$ cat src/hw/rtl/fews_pkg.sv
// Package for the waiter selection block: table size, derived widths,
// the operation codes and the layout of one stored table entry.
// No dependencies.
package fews_pkg;

  localparam int MAX_WAITERS = 8;
  localparam int IDX_W       = (MAX_WAITERS > 1) ? $clog2(MAX_WAITERS) : 1;
  localparam int CNT_W       = $clog2(MAX_WAITERS + 1);

  typedef enum logic [1:0] {
    FUNC_ADD    = 2'd0,
    FUNC_REMOVE = 2'd1,
    FUNC_QUERY  = 2'd2
  } func_t;

  typedef struct packed {
    logic [7:0]  id;
    logic [31:0] arrival;
    logic [31:0] deadline;
  } entry_t;

endpackage

$ cat src/hw/rtl/fews_ram.sv
// Generic single-clock RAM: one write port, one read port, registered read.
// No dependencies.
module fews_ram #(
  parameter int WIDTH = 8,
  parameter int DEPTH = 8
) (
  input  logic                                         clk,
  input  logic                                         we,
  input  logic [((DEPTH > 1) ? $clog2(DEPTH) : 1)-1:0] waddr,
  input  logic [WIDTH-1:0]                             wdata,
  input  logic [((DEPTH > 1) ? $clog2(DEPTH) : 1)-1:0] raddr,
  output logic [WIDTH-1:0]                             rdata
);

  logic [WIDTH-1:0] mem [DEPTH];

  always_ff @(posedge clk) begin
    if (we) begin
      mem[waddr] <= wdata;
    end
    rdata <= mem[raddr];
  end

endmodule

$ cat src/hw/rtl/fifo_edf_waiter_select.sv
// Top level of the waiter selection block: sequencer, result registers and
// the table memory. Depends on fews_pkg and fews_ram.
//
// The block keeps an ordered table of up to MAX_WAITERS waiting requesters in
// one RAM (id, arrival and deadline side by side in one word) and performs one
// operation per item: add, remove or query. An add needs no table walk:
// the entry is written straight into the RAM at the fill position, busy stays
// low and the next item may follow at once. A remove or a query walks the
// table through the RAM's read port, one entry a cycle, and keeps busy high
// until every stored entry has been read and dealt with. A remove closes
// the gap in the same pass, writing every entry after the match one place
// down as it is read. Each result appears on the result ports for exactly
// one cycle with done high, in the cycle after the operation completes;
// the receiver must take it then, as there is no way to hold it off. The
// table needs no clearing after reset: only data from positions below the
// fill count is ever used.
// The policy register may be written whenever busy is low.
module fifo_edf_waiter_select
  import fews_pkg::*;
(
  input  logic        clk,
  input  logic        rst,
  // Item channel.
  input  logic        start,
  output logic        busy,
  input  logic [1:0]  func,
  input  logic [7:0]  requester_id,
  input  logic [31:0] arrival_time,
  input  logic [31:0] deadline_time,
  // Result channel.
  output logic        done,
  output logic        is_next,
  output logic        add_dropped,
  output logic        remove_found,
  output logic [3:0]  waiter_count,
  // Policy register write channel.
  input  logic        cfg_valid,
  output logic        cfg_ready,
  input  logic        cfg_data
);

  typedef enum logic [1:0] {
    ST_IDLE = 2'b01,
    ST_SCAN = 2'b10
  } state_t;

  state_t           state;
  logic [CNT_W-1:0] count;
  logic             policy_edf;

  // Scan bookkeeping: the read issue pointer and the tag of the entry whose
  // data the RAM returns in this cycle.
  logic [CNT_W-1:0] issue_ptr;
  logic             rd_vld;
  logic [IDX_W-1:0] rd_tag;

  // The item under way.
  logic [1:0]       op;
  logic [7:0]       op_id;
  logic             found;

  // Best candidate so far during a query.
  logic [31:0]      best_arr;
  logic [31:0]      best_dl;
  logic [7:0]       best_id;

  // RAM ports.
  logic             ram_we;
  logic [IDX_W-1:0] ram_waddr;
  entry_t           ram_wdata;
  logic [IDX_W-1:0] ram_raddr;
  entry_t           ram_rdata;

  logic             accept;
  logic             full;
  logic             cand_beats;
  logic             scan_end;
  logic [CNT_W-1:0] count_dec;
  logic [CNT_W-1:0] count_inc;

  assign busy      = (state != ST_IDLE);
  assign cfg_ready = !busy;
  assign accept    = start && !busy;
  assign full      = (count == CNT_W'(MAX_WAITERS));
  assign count_inc = count + CNT_W'(1);
  assign count_dec = count - CNT_W'(1);

  // The scan is over once every stored entry has been read and the last
  // read's data has been dealt with.
  assign scan_end  = (issue_ptr == count) && !rd_vld;

  // Comparison of the entry coming out of the RAM with the best one so far.
  // A strict compare keeps the earlier position when the keys are equal.
  always_comb begin
    if (!policy_edf) begin
      cand_beats = ram_rdata.arrival < best_arr;
    end else if (ram_rdata.deadline != best_dl) begin
      cand_beats = ram_rdata.deadline < best_dl;
    end else begin
      cand_beats = ram_rdata.arrival < best_arr;
    end
  end

  // The add writes only while idle and the remove only while scanning, so
  // the two never meet on the write port. A remove writes each entry one
  // place below the one it was read from, which is always an address that
  // has already been read: the read and the write never hit the same entry.
  always_comb begin
    ram_raddr = issue_ptr[IDX_W-1:0];
    if (state == ST_IDLE) begin
      ram_we             = accept && (func == FUNC_ADD) && !full;
      ram_waddr          = count[IDX_W-1:0];
      ram_wdata.id       = requester_id;
      ram_wdata.arrival  = arrival_time;
      ram_wdata.deadline = deadline_time;
    end else begin
      ram_we    = rd_vld && (op == FUNC_REMOVE) && found;
      ram_waddr = rd_tag - IDX_W'(1);
      ram_wdata = ram_rdata;
    end
  end

  fews_ram #(
    .WIDTH ($bits(entry_t)),
    .DEPTH (MAX_WAITERS)
  ) u_table (
    .clk   (clk),
    .we    (ram_we),
    .waddr (ram_waddr),
    .wdata (ram_wdata),
    .raddr (ram_raddr),
    .rdata (ram_rdata)
  );

  // Sequencer, table bookkeeping and result registers.
  always_ff @(posedge clk) begin
    if (rst) begin
      state      <= ST_IDLE;
      count      <= '0;
      policy_edf <= 1'b0;
      rd_vld     <= 1'b0;
      done       <= 1'b0;
    end else begin
      done <= 1'b0;
      if (cfg_valid && cfg_ready) begin
        policy_edf <= cfg_data;
      end
      unique case (state)
        ST_IDLE: begin
          if (accept) begin
            op        <= func;
            op_id     <= requester_id;
            found     <= 1'b0;
            issue_ptr <= '0;
            rd_vld    <= 1'b0;
            case (func) inside
              FUNC_ADD: begin
                done         <= 1'b1;
                is_next      <= 1'b0;
                remove_found <= 1'b0;
                add_dropped  <= full;
                if (!full) begin
                  count        <= count_inc;
                  waiter_count <= 4'(count_inc);
                end else begin
                  waiter_count <= 4'(count);
                end
              end
              FUNC_REMOVE, FUNC_QUERY: begin
                state <= ST_SCAN;
              end
              default: begin
                // Unused code: nothing changes, the count is reported.
                done         <= 1'b1;
                is_next      <= 1'b0;
                remove_found <= 1'b0;
                add_dropped  <= 1'b0;
                waiter_count <= 4'(count);
              end
            endcase
          end
        end
        ST_SCAN: begin
          // Issue side: one read a cycle over the filled positions.
          if (issue_ptr != count) begin
            issue_ptr <= issue_ptr + CNT_W'(1);
            rd_vld    <= 1'b1;
            rd_tag    <= issue_ptr[IDX_W-1:0];
          end else begin
            rd_vld    <= 1'b0;
          end
          // Data side: the entry read in the previous cycle.
          if (rd_vld) begin
            if (op == FUNC_REMOVE) begin
              if (!found && (ram_rdata.id == op_id)) begin
                found <= 1'b1;
              end
            end else if ((rd_tag == '0) || cand_beats) begin
              best_arr <= ram_rdata.arrival;
              best_dl  <= ram_rdata.deadline;
              best_id  <= ram_rdata.id;
            end
          end
          if (scan_end) begin
            state        <= ST_IDLE;
            done         <= 1'b1;
            add_dropped  <= 1'b0;
            if (op == FUNC_REMOVE) begin
              is_next      <= 1'b0;
              remove_found <= found;
              if (found) begin
                count        <= count_dec;
                waiter_count <= 4'(count_dec);
              end else begin
                waiter_count <= 4'(count);
              end
            end else begin
              is_next      <= (count != '0) && (best_id == op_id);
              remove_found <= 1'b0;
              waiter_count <= 4'(count);
            end
          end
        end
        default: begin
          state <= ST_IDLE;
        end
      endcase
    end
  end

  // The fill count never passes the table size.
  a_count_bound: assert property (@(posedge clk) disable iff (rst)
    count <= CNT_W'(MAX_WAITERS))
    else $error("waiter count beyond table size");

  // An accepted add gives its result in the very next cycle.
  a_add_result: assert property (@(posedge clk) disable iff (rst)
    (accept && (func == FUNC_ADD)) |=> done)
    else $error("add without result");

  // A scan ends only together with its result.
  a_scan_result: assert property (@(posedge clk) disable iff (rst)
    $fell(busy) |-> done)
    else $error("scan ended without result");

  // During a scan the table is written only to close the gap behind a match.
  a_scan_write: assert property (@(posedge clk) disable iff (rst)
    (busy && ram_we) |-> ((op == FUNC_REMOVE) && found && (rd_tag != '0)))
    else $error("table written outside a remove shift");

endmodule

$ cat config.mk
export PLATFORM = sky130hd
export DESIGN_NAME = fifo_edf_waiter_select
export DESIGN_NICKNAME = d
export VERILOG_FILES = /design/src/hw/rtl/fews_pkg.sv /design/src/hw/rtl/fews_ram.sv /design/src/hw/rtl/fifo_edf_waiter_select.sv
export SDC_FILE = /design/constraint.sdc
export NUM_CORES = 1
export LEC_CHECK = 0
export BUFFER_PORTS_ARGS = -buffer_cell sky130_fd_sc_hd__clkbuf_2
export CELL_PAD_IN_SITES_DETAIL_PLACEMENT = 0
export CELL_PAD_IN_SITES_GLOBAL_PLACEMENT = 2
export CORE_UTILIZATION = 44
export CTS_BUF_LIST = sky130_fd_sc_hd__clkbuf_16
export CTS_CLUSTER_DIAMETER = 150
export CTS_CLUSTER_SIZE = 10
export DETAILED_ROUTE_END_ITERATION = 8
export GPL_ROUTABILITY_DRIVEN = 0
export PLACE_DENSITY_LB_ADDON = 0.05
export SETUP_SLACK_MARGIN = 0.5
export SYNTH_ARGS = -nofsm -noshare
export SYNTH_HDL_FRONTEND = slang
export SYNTH_SLANG_ARGS = --single-unit
$ cat constraint.sdc
create_clock -name clk -period 7.9 [get_ports clk]
set_input_delay 1.185 -clock clk [delete_from_list [all_inputs] [get_ports clk]]
set_output_delay 1.185 -clock clk [all_outputs]
set_load 0.03 [all_outputs]
==> After elaboration in Yosys (flattened, before gate mapping) <==
Memories as Yosys holds them, arrays and structs flattened. A register that Yosys moved wholly into a read port is not among the register bits.
Index checks and enable logic that the tools add are counted.
W data, S select, Z words.
{ "op_classes": {"n_eq_ne": 22, "muxes": 51, "addsub": 4, "order_cmp": 2, "bitwise": 2, "n_reduce_logical": 28} }
{ "op_table": {"columns": ["operator", "n"], "rows": [
  ["$mux W72", 1],
  ["$lt A32 B32 Y1", 2],
  ["$mux W4", 11],
  ["$ne A32 B32 Y1", 1],
  ["$mux W1", 24],
  ["$pmux W4 S2", 3],
  ["$eq A8 B8 Y1", 2],
  ["$ne A2 B2 Y1 const B", 7],
  ["$pmux W1 S2", 6],
  ["$reduce_and A4 Y1", 3],
  ["$reduce_and A5 Y1", 2],
  ["$logic_and A1 B1 Y1", 9],
  ["$add A4 B1 Y4 const B", 2],
  ["$mux W2", 4],
  ["$eq A2 B1 Y1 const B", 3],
  ["$ne A2 B1 Y1 const B", 3],
  ["$reduce_and A3 Y1", 2],
  ["$reduce_and A6 Y1", 1],
  ["$eq A2 B2 Y1 const B", 2],
  ["$eq A4 B4 Y1", 1],
  ["$eq A4 B4 Y1 const B", 1],
  ["$logic_not A1 Y1", 4],
  ["$ne A4 B4 Y1", 1],
  ["$pmux W2 S2", 1],
  ["other kinds (12)", 13]
]} }
{ "totals": {"reg_bits": 106, "elab_cells": 127, "out_inout_bits": 10, "in_bits": 79, "mem_bits_rw": 576, "n_memories": 1} }
{ "mem_list": {"columns": ["memory", "words", "word_bits", "rd", "rd_ports_with_merged_regs", "write_ports", "line", "rtl"], "rows": [
  ["u_table.mem", 8, 72, 1, 1, 1, "fews_ram.sv:15", "logic [WIDTH-1:0] mem [DEPTH];"]
]} }

==> Logic depth before layout (Yosys ltp) <==
Gate-level depths: netlist of the first run.
{ "depth": {"ltp_word": 8, "mapped_depth": 9, "mapped_depth_nobuf": 8} }

==> Hierarchy <==
From an unflattened synthesis of the first run, not the netlist that was laid out.
{ "unflattened": {"hier_cells": 1481, "area_unflattened_um2": 29834.9} }
{ "modules_own_cells": {"columns": ["mod", "instances", "area_each_um2", "cells_each"], "rows": [
  ["fews_ram", 1, 23368.7, 917],
  ["fifo_edf_waiter_select", 1, 6466.2, 564]
]} }

==> Worst setup path after synthesis of the first run <==
Ideal clock, no wire load.
{ "synth_timing": {"path_type": "in2reg", "start": "input func[0]", "end": "memory u_table.mem[5][0] (netlist bit) (enable)", "setup_ns": 0.591, "arrival_time_ns": 6.927, "path_stages": 7, "setup_slack_ns": 0.382, "path_cell_list": "inv_1 -> ha_1 -> nand2_1 -> or3_1 -> o21ai_0 -> nand2b_1 -> nor3_1"} }
{ "synth_via": {"elab_chain_cells": 6} }
{ "synth_rtl": {"columns": ["element", "line", "rtl"], "rows": [
  ["from (decl)", "fifo_edf_waiter_select.sv:26", "input logic [1:0] func,"],
  ["$logic_not A2 Y1", "fifo_edf_waiter_select.sv:111", "ram_we = accept && (func == FUNC_ADD) && !full;"],
  ["$logic_and A1 B1 Y1 (2 in series)", "fifo_edf_waiter_select.sv:111", null],
  ["$mux W1", "fifo_edf_waiter_select.sv:110", "if (state == ST_IDLE) begin"],
  ["$mux W1", "fews_ram.sv:18", "if (we) begin"],
  ["$mux W1 (implied by the code)", "fews_ram.sv:19", "mem[waddr] <= wdata;"],
  ["to (decl)", "fews_ram.sv:15", null]
]} }
Every way passes these cells.

==> Worst setup path in the final report of the first run <==
{ "layout_timing": {"start": "register state[1]", "end": "memory u_table.mem[6][28] (netlist bit) (enable)"} }
{ "layout_via": {"elab_chain_cells": 8, "word_cells_on_any_way": 10} }
{ "layout_rtl": {"columns": ["element", "line", "rtl"], "rows": [
  ["from (decl)", "fifo_edf_waiter_select.sv:47", "state_t state;"],
  ["from (signal assigned)", "fifo_edf_waiter_select.sv:138", "state <= ST_IDLE;"],
  ["from (signal assigned)", "fifo_edf_waiter_select.sv:170", "state <= ST_SCAN;"],
  ["from (signal assigned)", "fifo_edf_waiter_select.sv:205", "state <= ST_IDLE;"],
  ["$ne A2 B1 Y1", "fifo_edf_waiter_select.sv:81", "assign busy = (state != ST_IDLE);"],
  ["$logic_not A1 Y1", "fifo_edf_waiter_select.sv:83", "assign accept = start && !busy;"],
  ["$logic_and A1 B1 Y1", "fifo_edf_waiter_select.sv:83", null],
  ["$logic_and A1 B1 Y1 (2 in series)", "fifo_edf_waiter_select.sv:111", null],
  ["$mux W1", "fifo_edf_waiter_select.sv:110", null],
  ["$mux W1", "fews_ram.sv:18", null],
  ["$mux W1 (implied by the code)", "fews_ram.sv:19", null]
]} }
Several ways; a longest one is shown, not always the timed one.

==> results of run 1 <==
## Yosys cell counts (2+ instances only)
| master | number |
|---|---|
| a21oi_1 | 28 |
| nand2_1 | 29 |
| o21ai_0 | 16 |
| nor4_1 | 4 |
| buf_1 | 8 |
| dfxtp_1 | 81 |
| edfxtp_1 | 673 |
| a21o_1 | 4 |
| o41ai_1 | 2 |
| mux2_2 | 143 |
| o21a_1 | 5 |
| nor2_1 | 23 |
| nand4_1 | 13 |
| nor3_1 | 10 |
| a2111oi_0 | 4 |
| clkbuf_1 | 30 |
| nand3_1 | 10 |
| clkinv_1 | 2 |
| and4_1 | 2 |
| xnor2_2 | 2 |
| buf_2 | 17 |
| ha_1 | 72 |
| xor2_1 | 9 |
| a221oi_1 | 3 |
| nor2b_1 | 5 |
| a211oi_1 | 4 |
| inv_1 | 76 |
| or4_1 | 2 |
| mux4_2 | 144 |
| nand2b_1 | 6 |
| nor3b_1 | 3 |
| and2_1 | 3 |
| xnor2_1 | 14 |
| a311oi_1 | 2 |
| mux2i_1 | 2 |
## sequential cells by signal (all words and copies together), names as in the netlist
register / flops
rd_tag: 3
issue_ptr: 4
remove_found: 1
best_dl: 32
waiter_count: 4
found: 1
best_arr: 32
op: 2
add_dropped: 1
is_next: 1
state: 2
policy_edf: 1
op_id: 8
done: 1
u_table.mem: 576
u_table.rdata: 72
rd_vld: 1
best_id: 8
count: 4
## per-layer routing
layer  GRT usage  part of all wire  vias to the layer above  wire, um
li1            -                 -                     6236         -
met1       0.262              0.46                     7203     28200
met2       0.300              0.49                      206     29600
met3      0.0291             0.030                       88      1850
met4      0.0484             0.020                        0      1220
met5           0                 0                        -         0
## cells in the final DEF (no fill, tap or decap), drive strengths merged, types with 6 or more instances in the layout
cell / synthesis / final
nand2: 29 / 29
dfxtp: 81 / 81
ha: 72 / 72
nor2: 23 / 23
buf: 26 / 24
nand4: 14 / 14
nand3: 10 / 10
mux4: 144 / 144
mux2: 144 / 144
inv: 76 / 143
edfxtp: 673 / 673
xnor2: 16 / 16
o21ai: 17 / 17
clkbuf: 30 / 174
nor3: 10 / 10
xor2: 9 / 9
a21oi: 28 / 28
nand2b: 6 / 6
## kinds of logic after synthesis
| kind of cell | after synthesis | synth area share |
|---|---|---|
| fa+ha+maj | 72 | 0.0305 |
| xor+xnor | 25 | 0.00792 |
| simple gates | 116 | 0.0201 |
| compound gates | 84 | 0.0194 |
| buf+inv | 134 | 0.0180 |
| flops | 754 | 0.739 |
| mux | 290 | 0.165 |
## through the flow
step	std cells	hold WS [ns]	cell area (um2)	worst slack (ns)	util
after floorplan	1475	0.408	29600	0.382	-
after global placement	2395	0.419	31100	3.47	0.471
after detailed placement	2395	0.421	31100	3.47	0.471
after CTS	2550	0.438	33600	3.61	0.508
after global routing	2551	0.459	33600	3.41	0.508
final	2551	0.440	33600	3.70	0.508
## final cells by class
class / count / area (um2)
Timing Repair Buffer: 112 / 633
Antenna cell: 1 / 2.50
Inverter: 78 / 293
Sequential cell: 754 / 21800
Clock inverter: 69 / 297
Clock buffer: 86 / 2150
Multi-Input combinational cell: 587 / 7280
Fill cell: 5418 / 32500
Tap cell: 864 / 1080
## power groups by stage
stage	clock network (mW)	registers, mW	logic (mW)
4_1_cts	3.55	4.71	0.920
6_report	3.45	4.71	0.897
2_1_floorplan	0	4.77	0.633
3_5_place_dp	0	4.79	0.917
3_3_place_gp	0	4.79	0.903
5_1_grt	3.71	4.72	0.992
## worst paths after layout
path | depth (start not counted) | start | to
min | 0 | u_table.rdata[0] | best_dl[0]
min reg2reg | 0 | u_table.rdata[0] | best_dl[0]
max | 7 | state[1] | u_table.mem[6][28]
max reg2reg | 7 | state[1] | u_table.mem[6][28]
## worst register-to-register path: cells and delay by family (launching register included)
family	cells	cell delay, ns
buffers and inverters	3	1.35
and+or+nand+nor	2	0.90
muxes	1	0.76
adders and majority gates	1	0.43
DFF	1	0.33
==> impl_metrics.toml, run 1 <==
[sta]
setup_viol = 0
fin_skew_ns = 0.0192
fmax_mhz = 238
timing.final.crit_share = 0.532
finalSetupTns_ns = 0
report.final.slew_viol_count = 0
slew_headroom = 0.238
grt_setup_unrepaired = "no"
period_needed_ns = 4.20
worstMarginPinSlew_ns = 1.14
final-hold-violation-count = 0

[grt]
grt_pass1_vias = 14600
grt_pass1_wl_um = 93100
grt_overflow = 0
antenna_found_initial = 2
grt_max_degree = 149
grt_usage = 0.185

[synth]
ys.warnings.count = 0
synthFlopType = "edfxtp_1"
ys_top_cells_by_area = "edfxtp_1 (68%), mux4_2 (11%), dfxtp_1 (5.5%)"
syn_area_um2 = 29500
syn_inst = 1475
ys_seq_area_frac = 0.739
ys_ff_latch = 754
async_reset_ff_frac = 0
synth_cell_types = 59
synthesis.nets = 1626
synth_area_leader_cell = "edfxtp_1"
synth-edff-count = 673
syn_avg_cell_area_um2 = 20.0
synth_top_area_share = 0.684

[worst_setup_path]
critPathArrivalTime_ns = 4.43
crit_path_end_kind = "flip-flop"
criticalPathCategory = "flip-flop to flip-flop"
cpLargestDelayFamily = "buffers and inverters"
path_cells = "inv_1, ha_4, clkinv_1, mux2i_1, nand2_1, nor2_4, buf_4"
cp_slowest_stage_delay_ns = 0.88
cp_max_fo = 55
path_buf_inv = 3
crit_slowest_cell = "buf_4"
cp-start-kind = "flip-flop"
reg2reg_slack_ns = 3.70
worstPathRequired_ns = 8.13

[routing]
wl_per_cell_um = 23.9
ant_nets = 0
vias = 13700
drc = 1
firstDrtPassIters = 9
drt_iter0_markers = 886
wl_um = 60900
viasPerCell = 5.38

[finish]
syn_to_final_growth_pct = 13.6
drive_gt1_frac = 0.301
final_nets = 1769

[clocking]
cts_max_level = 3
clock-sinks = 754
holdBufCountCts = 0
clock_latency_ns = 0.61
clockBufferDepth = 3
cts_setup_buffers = 0
post_cts_resized = 0
cts_tree = "built"
numCtsBuffers = 85
cts-root-buf = "clkbuf_16"
path_clk_slew_ns = 0.06

[floorplanning]
core-area_um2 = 66100
rows = 94
die_h_um = 261
ios = 89
initial_core_util = 0.447
fp.dieW_um = 261
dieArea_um2 = 68200

[power_and_ir_drop]
switching_share = 0.231
power.static_leakage_nw = 11.5
p_int_mw = 6.96
power_mw = 9.05
clkPwrFrac = 0.381
power_density_nw_per_um2 = 270
vdd_drop_max_uv = 196
pwr-share-seq = 0.520
p_switching_mw = 2.09
combinationalPowerShare = 0.099

[placed_design]
port-buffer-count = 88
place_hpwl_um = 33400

[run_status]
status = "complete, but fails checks"
violations = "DRC"

[hold_path]
holdCritPathClass = "flip-flop to flip-flop"

[run]
cap_violations = 0
Power figures use the tool's default switching activity.
==> inputs of run 2 (changes only) <==
--- a/config.mk
+++ b/config.mk
@@ -8,7 +8,7 @@
 export BUFFER_PORTS_ARGS = -buffer_cell sky130_fd_sc_hd__clkbuf_2
 export CELL_PAD_IN_SITES_DETAIL_PLACEMENT = 0
 export CELL_PAD_IN_SITES_GLOBAL_PLACEMENT = 2
-export CORE_UTILIZATION = 44
+export CORE_UTILIZATION = 45
 export CTS_BUF_LIST = sky130_fd_sc_hd__clkbuf_16
 export CTS_CLUSTER_DIAMETER = 150
 export CTS_CLUSTER_SIZE = 10
==> constraint.sdc (replaced) <==
create_clock -name clk -period 4.05 [get_ports clk]
set_input_delay 0.6075 -clock clk [delete_from_list [all_inputs] [get_ports clk]]
set_output_delay 0.6075 -clock clk [all_outputs]
set_load 0.03 [all_outputs]
==> impl_metrics.toml, run 2 (same netlist as run 1, synthesis figures left out) <==
[run_status]
status = "finished clean"

[finish]
final_nets = 1778
largest_reg_flops = 576
syn_to_final_growth_pct = 14.9
fill_cells = 5191
diodes = 0
mostFrequentLayoutCells = "edfxtp_1 (673), mux4_2 (144), mux2_2 (143), inv_1 (135), clkbuf_2 (88)"
final_common_cell = "edfxtp_1"
top_regs = "u_table.mem x576, u_table.rdata x72"
regMostFlops = "u_table.mem"
drive_gt1_frac = 0.313

[sta]
timing.final.crit_share = 0.797
fmax_mhz = 310
report.final.slew_viol_count = 0
setup_viol = 0
finalSetupTns_ns = 0
grt_setup_unrepaired = "no"
fin_skew_ns = 0.0214
final-hold-violation-count = 0
slew_headroom = 0.305
period_needed_ns = 3.23
worstMarginPinSlew_ns = 1.04

[worst_setup_path]
criticalPathCategory = "flip-flop to flip-flop"
critPathArrivalTime_ns = 3.54
cp_slowest_stage_delay_ns = 0.59
cp_max_fo = 28
path_buf_inv = 1
crit_slowest_cell = "or4_1"
worstPathRequired_ns = 4.36
startpoint = "u_table.rdata[13]"
cpLargestDelayFamily = "compound AO/OA/AOI/OAI gates"
crit_path_end_kind = "flip-flop"
path_cells = "ha_1, nand4_1, or4_1, o31a_1, nor4_1, o311a_1, a211o_4, buf_12"
cp-start-kind = "flip-flop"
regToRegStartpoint = "u_table.rdata[13]"

[power_and_ir_drop]
power.static_leakage_nw = 11.6
power_mw = 17.8
vdd_drop_max_uv = 393
power_density_nw_per_um2 = 523

[clocking]
clock_latency_ns = 0.62
clock-sinks = 754
cts_max_level = 3
numCtsBuffers = 85
cts-root-buf = "clkbuf_16"
path_clk_slew_ns = 0.06
cts_tree = "built"
clockBufferDepth = 3

[run]
cap_violations = 0

[floorplanning]
initial_core_util = 0.457
core-area_um2 = 64700
dieArea_um2 = 66700
fp.dieW_um = 258
rows = 93
die_h_um = 258
ios = 89

[routing]
ant_nets = 0
firstDrtPassIters = 7
wl_met2_um = 30100
wl_um = 61000
drc = 0
vias = 13900
top_layer_used = "met5"
wl_per_cell_um = 23.9
dr_wl_met3_um = 1960
drt_iter0_markers = 762
wl_met1_um = 27800
viasPerCell = 5.43

[grt]
grt_pass1_vias = 14900
grt_max_degree = 148
grt_overflow = 0
antenna_found_initial = 3
grt_usage = 0.189
grt_pass1_wl_um = 93700

[placed_design]
port-buffer-count = 88
place_hpwl_um = 32900

[hold_path]
holdCritPathClass = "input pin to flip-flop"
hp-start = "requester_id[1]"
run 2: changes by cell type in the layout (fill, tap and decap cells not counted), sizes merged:
cell / before / now
buf: 24 / 33
clkinv: 4 / 8
diode: 1 / 0
inv: 143 / 138
run 2: worst paths after layout:
path	endpoint	slack, ns	cells past startpoint
max	best_arr[21]	0.82	8
max reg2reg	best_arr[21]	0.82	8
min	op_id[1]	0.20	1
min reg2reg	best_dl[0]	0.43	0
run 2: layout make-up:
| class | instances | area (um2) | share of cell area |
|---|---|---|---|
| tap | 855 | 1070 | 0.0315 |
| sequential | 754 | 21800 | 0.643 |
| inverter | 78 | 315 | 0.00929 |
| clock buffer | 86 | 2150 | 0.0634 |
| multi-input combinational | 587 | 7340 | 0.216 |
| timing repair buffer | 121 | 888 | 0.0262 |
| clock inverter | 68 | 342 | 0.0101 |
run 2: metal layers:
metal  vias to the layer above  GRT usage
li1                       6270          -
met1                      7272      0.257
met2                       206      0.316
met3                        96     0.0353
met4                         6     0.0478
met5                         -          0
run 2: what timing repair did:
item                                    CTS  global route
gates resized for setup                   0             1
endpoints found under the hold margin     0             0
endpoints found under the setup margin    0            27
hold buffers                              0             0
setup buffers                             0             0
run 2: metrics by stage:
stage                     instances  hold slack (ns)  instance area, um2  setup slack [ns]   util
after global placement         2395            0.419               31400             0.639  0.486
after floorplan                1475            0.408               29700             0.411      -
after global routing           2549            0.167               33900             0.630  0.525
after CTS                      2549            0.163               33900             0.613  0.525
after detailed placement       2395            0.427               31400             0.652  0.486
final                          2549            0.200               33900             0.822  0.525
run 2: power breakdown:
part	switching [mW]	internal, mW
logic	1.00	0.759
clock network	2.96	3.84
registers	0.164	9.03
==> inputs of run 3 (changes only) <==
--- a/config.mk
+++ b/config.mk
@@ -8,7 +8,7 @@
 export BUFFER_PORTS_ARGS = -buffer_cell sky130_fd_sc_hd__clkbuf_2
 export CELL_PAD_IN_SITES_DETAIL_PLACEMENT = 0
 export CELL_PAD_IN_SITES_GLOBAL_PLACEMENT = 2
-export CORE_UTILIZATION = 45
+export CORE_UTILIZATION = 44
 export CTS_BUF_LIST = sky130_fd_sc_hd__clkbuf_16
 export CTS_CLUSTER_DIAMETER = 150
 export CTS_CLUSTER_SIZE = 10
==> constraint.sdc (replaced) <==
create_clock -name clk -period 2.6 [get_ports clk]
set_input_delay 0.39 -clock clk [delete_from_list [all_inputs] [get_ports clk]]
set_output_delay 0.39 -clock clk [all_outputs]
set_load 0.03 [all_outputs]
==> impl_metrics.toml, run 3 (same netlist as run 1, synthesis figures left out) <==
[run_status]
status = "complete, but fails checks"
violations = "setup timing"

[worst_setup_path]
cp-start-kind = "flip-flop"
crit_path_end_kind = "flip-flop"
criticalPathCategory = "flip-flop to flip-flop"
critPathArrivalTime_ns = 3.13
worstPathRequired_ns = 2.99
cp_max_fo = 6

[routing]
viasPerCell = 5.43
wl_per_cell_um = 27.2
ant_nets = 0
drt_iter0_markers = 1222
wl_um = 76900
drc = 0
vias = 15400
firstDrtPassIters = 7

[floorplanning]
die_h_um = 261
initial_core_util = 0.447
ios = 89
fp.dieW_um = 261
rows = 94
dieArea_um2 = 68200
core-area_um2 = 66100

[sta]
slew_headroom = 0.563
setup_viol = 72
grt_setup_unrepaired = "yes"
fmax_mhz = 365
report.final.slew_viol_count = 0
worstMarginPinSlew_ns = 0.656
final-hold-violation-count = 0
timing.final.crit_share = 1.05
fin_skew_ns = 0.0273
period_needed_ns = 2.74
finalSetupTns_ns = -8.66
setup_slack_ns = -0.141

[finish]
final_common_cell = "edfxtp_1"
regMostFlops = "u_table.mem"
design_area_um2 = 38400
syn_to_final_growth_pct = 30.1
drive_gt1_frac = 0.416
mostFrequentLayoutCells = "edfxtp_1 (673), mux4_2 (144), mux2_2 (143), inv_1 (128), clkbuf_16 (117)"
layout.cells.non_filler = 2826
top_regs = "u_table.mem x576, u_table.rdata x72"
final_nets = 2046
largest_reg_flops = 576

[grt]
grt_pass1_vias = 15700
grt_max_degree = 76
grt_usage = 0.210
antenna_found_initial = 1
grt_overflow = 0
grt_pass1_wl_um = 103000

[placed_design]
dp.cells = 2507
pre_cts_ws_ns = -0.395
place_area_um2 = 32600
port-buffer-count = 88
place_hpwl_um = 38500

[power_and_ir_drop]
power_density_nw_per_um2 = 746
vdd_drop_max_uv = 547
power.static_leakage_nw = 13.7
power_mw = 28.7

[run]
cap_violations = 0

[clocking]
cts_max_level = 3
cts_tree = "built"
clock_latency_ns = 0.64
clock-sinks = 754
cts-root-buf = "clkbuf_16"
clockBufferDepth = 3
numCtsBuffers = 85
path_clk_slew_ns = 0.06

[hold_path]
holdCritPathClass = "input pin to flip-flop"
[run 3: changes by cell type in the layout (fill, tap and decap cells not counted), sizes merged]
cell / before / now
buf: 33 / 259
clkbuf: 174 / 205
clkinv: 8 / 6
diode: 0 / 1
dlygate4sd3: 0 / 11
inv: 138 / 139
[run 3: power by group]
| group | leakage [nW] | internal, mW | switching, mW |
|---|---|---|---|
| sequential | 6.75 | 14.1 | 0.218 |
| clock | 1.43 | 5.98 | 4.67 |
| combinational | 5.51 | 1.80 | 1.95 |
[run 3: through the flow]
step / hold slack (ns) / utilization
6_report: 0.0339 / 0.582
5_1_grt: 0.0234 / 0.581
4_1_cts: 0.00107 / 0.556
3_5_place_dp: 0.435 / 0.493
3_3_place_gp: 0.417 / 0.493
2_1_floorplan: 0.408 / -
[run 3: repair_timing]
item	CTS	global route
gates resized for setup	72	105
hold buffers	11	0
endpoints found under the setup margin	702	723
endpoints found under the hold margin	11	0
pin swaps	8	16
gates cloned	23	38
buffers inserted	51	42
[run 3: worst max-delay path, stage by stage (launching register included)]
cell and delay (ns):
edfxtp_1 0.32, inv_1 0.04, ha_1 0.31, nand4_1 0.30, nor4_1 0.40, buf_4 0.20
o41ai_4 0.11, o311a_1 0.16, a211o_4 0.31, buf_12 0.16, clkbuf_16 0.17
[run 3: area by class of cell]
class	count	area [um2]
clock buffer	86	2150
inverter	78	308
sequential	754	21800
fill	4938	27700
timing repair buffer	389	5200
tap	864	1080
antenna	1	2.50
multi-input combinational	587	7520
clock inverter	67	334
[run 3: per-layer routing]
metal	share of wire	global-route usage	routed length, um	up-vias
met5	0	0	0	-
met4	0.013	0.0460	1040	0
met3	0.040	0.0335	3050	73
met2	0.50	0.348	38100	322
met1	0.45	0.293	34700	8137
li1	-	-	-	6825
[run 3: worst paths after layout]
| kind | to | cells after the start | startpoint | slack (ns) |
|---|---|---|---|---|
| max | best_arr[20] | 10 | best_arr[27] | -0.14 |
| min | policy_edf | 3 | cfg_valid | 0.03 |
| max reg2reg | best_arr[20] | 10 | best_arr[27] | -0.14 |
| min reg2reg | best_dl[0] | 0 | u_table.rdata[0] | 0.45 |
